`config.mk`:
```
export PLATFORM = sky130hd
export DESIGN_NAME = exchange_sort_key_payload_flat
export DESIGN_NICKNAME = d
export VERILOG_FILES = /design/src/design/esk_pkg.sv /design/src/design/esk_in_if.sv /design/src/design/esk_out_if.sv /design/src/design/exchange_sort_key_payload.sv /design/src/design/esk_ram.sv /design/src/flat_wrapper.sv
export SDC_FILE = /design/constraint.sdc
export NUM_CORES = 2
export LEC_CHECK = 0
export BUFFER_PORTS_ARGS = -buffer_cell sky130_fd_sc_hd__buf_2
export CORE_UTILIZATION = 41
export CTS_CLUSTER_DIAMETER = 60
export DETAILED_ROUTE_END_ITERATION = 8
export SLEW_MARGIN = 30
export SYNTH_ARGS = -nofsm -noshare
export SYNTH_HDL_FRONTEND = slang
export SYNTH_SLANG_ARGS = --single-unit
```
`constraint.sdc`:
```
create_clock -name clk -period 6.88 [get_ports clk]
set_clock_uncertainty 0.1 [all_clocks]
set_input_delay 0 -clock clk [delete_from_list [all_inputs] [get_ports clk]]
set_output_delay 0 -clock clk [all_outputs]
set_load 0.1 [all_outputs]
```
`src/design/esk_pkg.sv`:
```
// Shared constants and types for the exchange sort block.
package esk_pkg;

	localparam int MAX_ITEMS = 64;
	localparam int AW        = $clog2(MAX_ITEMS);
	localparam int CW        = $clog2(MAX_ITEMS + 1);
	localparam int KEY_W     = 16;
	localparam int PAY_W     = 20;
	localparam int ENT_W     = KEY_W + PAY_W;

	typedef logic [KEY_W-1:0] key_t;
	typedef logic [PAY_W-1:0] pay_t;
	typedef logic [AW-1:0]    addr_t;
	typedef logic [CW-1:0]    count_t;

	typedef struct packed {
		key_t key;
		pay_t pay;
	} entry_t;

	typedef struct packed {
		key_t sort_key;
		pay_t payload;
		logic last_item;
	} in_item_t;

	typedef struct packed {
		key_t out_key;
		pay_t out_payload;
		logic out_last;
		logic overflow_flag;
	} out_item_t;

endpackage

```
`src/design/esk_in_if.sv`:
```
// Input channel carrying key and payload transactions.
interface esk_in_if;
	logic               valid;
	logic               ready;
	esk_pkg::in_item_t  data;

	modport source (output valid, output data, input ready);
	modport sink   (input valid, input data, output ready);
	modport mon    (input valid, input data, input ready);
endinterface

```
`src/design/esk_out_if.sv`:
```
// Output channel carrying sorted result transactions.
interface esk_out_if;
	logic               valid;
	logic               ready;
	esk_pkg::out_item_t data;

	modport source (output valid, output data, input ready);
	modport sink   (input valid, input data, output ready);
	modport mon    (input valid, input data, input ready);
endinterface

```
`src/design/exchange_sort_key_payload.sv`:
```
// Exchange sort of key and payload lists held in one RAM.
//
//  channel   dir  handshake     carries
//  items     in   valid/ready   sort_key, payload, last_item
//  results   out  valid/ready   out_key, out_payload, out_last, overflow_flag
//
// Load accepts one transaction per cycle. The sort of n entries runs through
// the single RAM read port, one compare a cycle. Emission reads each result
// from the RAM and then captures it into the output register, holding while
// the output is stalled. Reset clears control state only; the RAM holds no
// reset value. Input is held off from the last transaction of a list until
// its final result is in the output register.
module exchange_sort_key_payload (
	input  logic          clk,
	input  logic          arst_n,
	esk_in_if.sink        items,
	esk_out_if.source     results
);

	localparam logic [2:0] ST_LOAD  = 3'd0;
	localparam logic [2:0] ST_RDI   = 3'd1;
	localparam logic [2:0] ST_LDI   = 3'd2;
	localparam logic [2:0] ST_SCAN  = 3'd3;
	localparam logic [2:0] ST_WRI   = 3'd4;
	localparam logic [2:0] ST_EMRD  = 3'd5;
	localparam logic [2:0] ST_EMCAP = 3'd6;

	logic [2:0]          state_q;
	esk_pkg::count_t     cnt_q;
	logic                drop_q;
	esk_pkg::count_t     n_q;
	esk_pkg::addr_t      i_q;
	esk_pkg::count_t     j_q;
	esk_pkg::addr_t      pend_q;
	logic                pend_vld_q;
	esk_pkg::entry_t     cur_q;
	esk_pkg::addr_t      k_q;
	esk_pkg::out_item_t  out_q;
	logic                out_vld_q;

	logic                   we;
	esk_pkg::addr_t         waddr;
	esk_pkg::entry_t        wdata;
	logic                   re;
	esk_pkg::addr_t         raddr;
	logic [esk_pkg::ENT_W-1:0] rdata;
	esk_pkg::entry_t        rd_ent;

	logic             in_acc;
	logic             out_acc;
	logic             full;
	logic             swap;
	logic             out_free;
	logic             k_last;
	esk_pkg::count_t  n_acc;

	esk_ram #(
		.WIDTH (esk_pkg::ENT_W),
		.DEPTH (esk_pkg::MAX_ITEMS)
	) u_store (
		.clk   (clk),
		.we    (we),
		.waddr (waddr),
		.wdata (wdata),
		.re    (re),
		.raddr (raddr),
		.rdata (rdata)
	);

	assign rd_ent        = esk_pkg::entry_t'(rdata);
	assign items.ready   = (state_q == ST_LOAD);
	assign in_acc        = items.valid & items.ready;
	assign out_acc       = results.valid & results.ready;
	assign full          = (cnt_q == esk_pkg::CW'(esk_pkg::MAX_ITEMS));
	assign n_acc         = full ? cnt_q : cnt_q + esk_pkg::CW'(1);
	assign swap          = pend_vld_q && (cur_q.key > rd_ent.key);
	assign out_free      = !out_vld_q || results.ready;
	assign k_last        = ((esk_pkg::CW'(k_q) + esk_pkg::CW'(1)) == n_q);
	assign results.valid = out_vld_q;
	assign results.data  = out_q;

	always_comb begin
		we    = 1'b0;
		waddr = '0;
		wdata = '0;
		re    = 1'b0;
		raddr = '0;
		unique case (state_q)
			ST_LOAD: begin
				if (in_acc && !full) begin
					we    = 1'b1;
					waddr = cnt_q[esk_pkg::AW-1:0];
					wdata = '{key: items.data.sort_key, pay: items.data.payload};
				end
			end
			ST_RDI: begin
				re    = 1'b1;
				raddr = i_q;
			end
			ST_LDI: begin
				re    = 1'b1;
				raddr = i_q + esk_pkg::AW'(1);
			end
			ST_SCAN: begin
				if (swap) begin
					we    = 1'b1;
					waddr = pend_q;
					wdata = cur_q;
				end
				if (j_q < n_q) begin
					re    = 1'b1;
					raddr = j_q[esk_pkg::AW-1:0];
				end
			end
			ST_WRI: begin
				we    = 1'b1;
				waddr = i_q;
				wdata = cur_q;
				re    = 1'b1;
				raddr = i_q + esk_pkg::AW'(1);
			end
			ST_EMRD: begin
				re    = 1'b1;
				raddr = k_q;
			end
			default: begin
			end
		endcase
	end

	always_ff @(posedge clk or negedge arst_n) begin
		if (!arst_n) begin
			state_q    <= ST_LOAD;
			cnt_q      <= '0;
			drop_q     <= 1'b0;
			pend_vld_q <= 1'b0;
			out_vld_q  <= 1'b0;
		end else begin
			if (state_q == ST_EMCAP && out_free) begin
				out_vld_q <= 1'b1;
			end else if (out_acc) begin
				out_vld_q <= 1'b0;
			end
			unique case (state_q)
				ST_LOAD: begin
					if (in_acc) begin
						if (full) begin
							drop_q <= 1'b1;
						end else begin
							cnt_q <= cnt_q + esk_pkg::CW'(1);
						end
						if (items.data.last_item) begin
							n_q   <= n_acc;
							i_q   <= '0;
							k_q   <= '0;
							state_q <= (n_acc > esk_pkg::CW'(1)) ? ST_RDI : ST_EMRD;
						end
					end
				end
				ST_RDI: begin
					state_q <= ST_LDI;
				end
				ST_LDI: begin
					cur_q      <= rd_ent;
					pend_q     <= i_q + esk_pkg::AW'(1);
					pend_vld_q <= 1'b1;
					j_q        <= esk_pkg::CW'(i_q) + esk_pkg::CW'(2);
					state_q    <= ST_SCAN;
				end
				ST_SCAN: begin
					if (swap) begin
						cur_q <= rd_ent;
					end
					if (j_q < n_q) begin
						pend_q     <= j_q[esk_pkg::AW-1:0];
						pend_vld_q <= 1'b1;
						j_q        <= j_q + esk_pkg::CW'(1);
					end else begin
						pend_vld_q <= 1'b0;
					end
					if (!pend_vld_q) begin
						state_q <= ST_WRI;
					end
				end
				ST_WRI: begin
					if ((esk_pkg::CW'(i_q) + esk_pkg::CW'(2)) < n_q) begin
						i_q     <= i_q + esk_pkg::AW'(1);
						state_q <= ST_LDI;
					end else begin
						k_q     <= '0;
						state_q <= ST_EMRD;
					end
				end
				ST_EMRD: begin
					state_q <= ST_EMCAP;
				end
				ST_EMCAP: begin
					if (out_free) begin
						if (k_last) begin
							cnt_q   <= '0;
							drop_q  <= 1'b0;
							state_q <= ST_LOAD;
						end else begin
							k_q     <= k_q + esk_pkg::AW'(1);
							state_q <= ST_EMRD;
						end
					end
				end
				default: begin
					state_q <= ST_LOAD;
				end
			endcase
		end
	end

	always_ff @(posedge clk) begin
		if (state_q == ST_EMCAP && out_free) begin
			out_q.out_key       <= rd_ent.key;
			out_q.out_payload   <= rd_ent.pay;
			out_q.out_last      <= k_last;
			out_q.overflow_flag <= drop_q;
		end
	end

endmodule

```
`src/design/esk_ram.sv`:
```
// Generic single-write, single-read RAM with registered read data.
module esk_ram #(
	parameter int WIDTH = 8,
	parameter int DEPTH = 16
) (
	input  logic                     clk,
	input  logic                     we,
	input  logic [$clog2(DEPTH)-1:0] waddr,
	input  logic [WIDTH-1:0]         wdata,
	input  logic                     re,
	input  logic [$clog2(DEPTH)-1:0] raddr,
	output logic [WIDTH-1:0]         rdata
);

	logic [WIDTH-1:0] mem [DEPTH];

	always_ff @(posedge clk) begin
		if (we) begin
			mem[waddr] <= wdata;
		end
		if (re) begin
			rdata <= mem[raddr];
		end
	end

endmodule

```
`src/flat_wrapper.sv`:
```
// flat-port wrapper written by rule: the top's interface ports become plain ports
module exchange_sort_key_payload_flat 
  (clk, arst_n, items_valid, items_data, items_ready, results_valid, results_data, results_ready);
  esk_in_if items_i ();
  esk_out_if results_i ();
  input  logic clk;
  input  logic arst_n;
  input wire logic [$bits(items_i.valid)-1:0] items_valid;
  input wire logic [$bits(items_i.data)-1:0] items_data;
  output wire logic [$bits(items_i.ready)-1:0] items_ready;
  output wire logic [$bits(results_i.valid)-1:0] results_valid;
  output wire logic [$bits(results_i.data)-1:0] results_data;
  input wire logic [$bits(results_i.ready)-1:0] results_ready;
  assign items_i.valid = items_valid;
  assign items_i.data = items_data;
  assign items_ready = items_i.ready;
  assign results_valid = results_i.valid;
  assign results_data = results_i.data;
  assign results_i.ready = results_ready;
  exchange_sort_key_payload u_core (.clk(clk), .arst_n(arst_n), .items(items_i), .results(results_i));
endmodule
```
==> flow_summary.json <==
{
  "grt_first_pass_wirelength_um": 413000,
  "crit_fanout": 71,
  "drc_errors": 0,
  "drive_above_1_share": 0.112,
  "synthArstFlopShare": 0.00529,
  "status": "finished, final reports clean",
  "critical-path-max-stage-delay_ns": 0.82,
  "initial_core_util": 0.413,
  "fin_util": 0.471,
  "dp_hpwl_um": 168000,
  "port_buffers": 80,
  "crit_chain": "and3b_1, o211ai_2, a21oi_2, a21o_4, buf_4, buf_4, nand2_1, a22oi_1, a22oi_1, a21oi_1, or4_1",
  "die_w_um": 487,
  "drt_pass1_iterations": 6,
  "dpl_worst_slack_ns": 0.956,
  "post_cts_resized": 0,
  "antenna_found_initial": 23,
  "synthCells": 6767,
  "hold_viol": 0,
  "yosysWarnings": 0,
  "syn_nets": 6842,
  "slew_violations": 0,
  "cts_htree_levels": 4,
  "final_nets": 6936,
  "grt_max_degree": 172,
  "p_leak_nw": 35.6,
  "synth_top_flop_cell": "edfxtp_1",
  "grt_usage": 0.240,
  "place.gp.congestion": 0.935,
  "crit_slowest_cell": "a21oi_1",
  "setup_viol": 0,
  "cts_tree": "built",
  "gr-total-overflow": 0,
  "start_kind": "flip-flop",
  "worstMarginPinSlew_ns": 1.11,
  "endpoint_kind": "flip-flop",
  "synth_common_cells": "edfxtp_1, nand2_1, a21oi_1",
  "routed_wirelength_um": 291000,
  "root_buffer": "clkbuf_16",
  "rows": 177,
  "syn_to_final_growth_pct": 14.0,
  "maxCapViolCount": 0,
  "hp-class": "input pin to flip-flop",
  "max_freq_mhz": 162,
  "yosysTopAreaCell": "edfxtp_1",
  "ir_drop_mv": 0.589,
  "coreArea_um2": 233000,
  "yosysTopAreaCellShare": 0.762,
  "cp_num_buf_inv": 2,
  "min_period_over_period": 0.895,
  "syn_avg_cell_area_um2": 14.2,
  "ys_ff_latch": 2459,
  "yosys-top-cells-area": "edfxtp_1, nand2_1, a21oi_1",
  "drt-initial-drc-count": 8628,
  "critPathKind": "flip-flop to flip-flop",
  "routedWlPerCell_um": 28.5,
  "synth-edff-count": 2446,
  "critPathRequiredTime_ns": 7.48,
  "yosysSeqAreaShare": 0.765,
  "die-area_um2": 237000,
  "final.setup.tns_ns": 0,
  "syn_area_um2": 96400,
  "p_per_area_nw_per_um2": 493,
  "slew_headroom": 0.258,
  "numCtsBuffers": 238,
  "path_delay_family": "compound AO/OA/AOI/OAI gates",
  "clockBufferDepth": 3,
  "dpl-instance-area_um2": 102000,
  "vias": 61300,
  "cts.clk_slew.worst_paths_ns": 0.06,
  "ys_types": 55,
  "post-cts-setup-buffers": 0,
  "clkLatencyLatePin_ns": 0.90,
  "die-height_um": 487,
  "postLayoutCellArea_um2": 110000,
  "arrival_ns": 6.76,
  "rsz0062_at_grt": "no",
  "grt_pass1_vias": 57300,
  "postLayoutSetupSlackWorst_ns": 0.723,
  "yosysMostFrequentCell": "edfxtp_1",
  "pin_count": 81,
  "via_per_inst": 5.99,
  "numClockSinks": 2459,
  "ant_nets": 0,
  "finalWorstPathRequiredPeriod_ns": 6.16
}
==> cell usage in the layout, fill, tap and decap left out, types with 60 or more instances in the layout <==
cell type	count
clkbuf_16	240
edfxtp_1	2446
nand2_1	1614
buf_4	170
a21oi_1	876
nor2_4	69
buf_2	80
clkinv_1	60
a32oi_1	432
a22oi_1	440
==> power by group <==
group / total, mW / internal, mW / switching, mW
logic: 21.9 / 5.75 / 16.2
clock network: 12.9 / 7.15 / 5.73
registers: 19.4 / 18.9 / 0.500
total: 54.2 / 31.8 / 22.4
==> registers in the layout, summed over array words and instances, names as in the netlist <==
name / cells
u_core.cur_q: 36
u_core.results.data: 38
u_core.results.valid: 1
u_core.i_q: 6
u_core.k_q: 6
u_core.j_q: 7
u_core.state_q: 3
u_core.drop_q: 1
u_core.u_store.mem: 2304
u_core.pend_q: 6
u_core.cnt_q: 7
u_core.n_q: 7
u_core.pend_vld_q: 1
u_core.u_store.rdata: 36
==> repair_timing <==
item,4_1_cts,5_1_grt
endpoints found under the setup margin,0,0
hold buffers,42,1
endpoints found under the hold margin,1416,41
==> final timing paths <==
path | start | endpoint | slack (ns) | depth (start not counted)
min reg2reg | u_core.u_store.rdata[4] | u_core.cur_q[4] | 0.36 | 0
max | u_core.state_q[0] | u_core.u_store.rdata[25] | 0.72 | 11
max in group asynchronous | arst_n | u_core.pend_vld_q | 5.96 | 3
max reg2reg | u_core.state_q[0] | u_core.u_store.rdata[25] | 0.72 | 11
min in group asynchronous | arst_n | u_core.cnt_q[0] | 0.27 | 3
min | items_data[15] | u_core.u_store.mem[36][14] | 0.09 | 3
==> through the flow <==
stage	instances	total power, mW	hold WS, ns
2_1_floorplan	6767	32.3	-0.396
3_3_place_gp	9696	40.7	-0.144
3_5_place_dp	9705	41.0	-0.146
4_1_cts	10200	53.9	0.0372
5_1_grt	10200	56.0	0.0831
6_report	10200	54.2	0.0942
==> cell type report <==
class / instances / area [um2]
Clock inverter: 157 / 1400
Timing Repair Buffer: 341 / 3140
Multi-Input combinational cell: 3779 / 21200
Fill cell: 20000 / 123000
Sequential cell: 2459 / 73800
Clock buffer: 294 / 6270
Inverter: 42 / 158
Antenna cell: 14 / 35.0
Tap cell: 3132 / 3920
==> routing by layer <==
| layer | wire length [um] | global-route usage | part of all wire |
|---|---|---|---|
| met5 | 76 | 0 | 0.00026 |
| met4 | 12900 | 0.105 | 0.044 |
| met3 | 28800 | 0.0451 | 0.099 |
| met2 | 130000 | 0.363 | 0.45 |
| met1 | 119000 | 0.339 | 0.41 |
==> worst reg2reg max path: cells and delay by family (launching register included) <==
kind	cells	cell delay, ns
AND/OR/NAND/NOR	3	1.08
flip-flops	1	0.73
buffers and inverters	2	1.17
AO/OA/AOI/OAI	6	2.88
==> logic make-up (layout without fill, tap and decap cells) <==
group,after synthesis,count (layout),synth area share
xor gates and xnor gates,29,29,0.00263
buffers and inverters,529,834,0.0242
other,0,14,0
muxes,9,9,0.00101
AOI/OAI and AO/OA,1862,1862,0.128
and+or+nand+nor,1845,1845,0.0750
adders and majority gates,34,34,0.00441
DFF,2459,2459,0.765
Power figures use the tool's default switching activity.
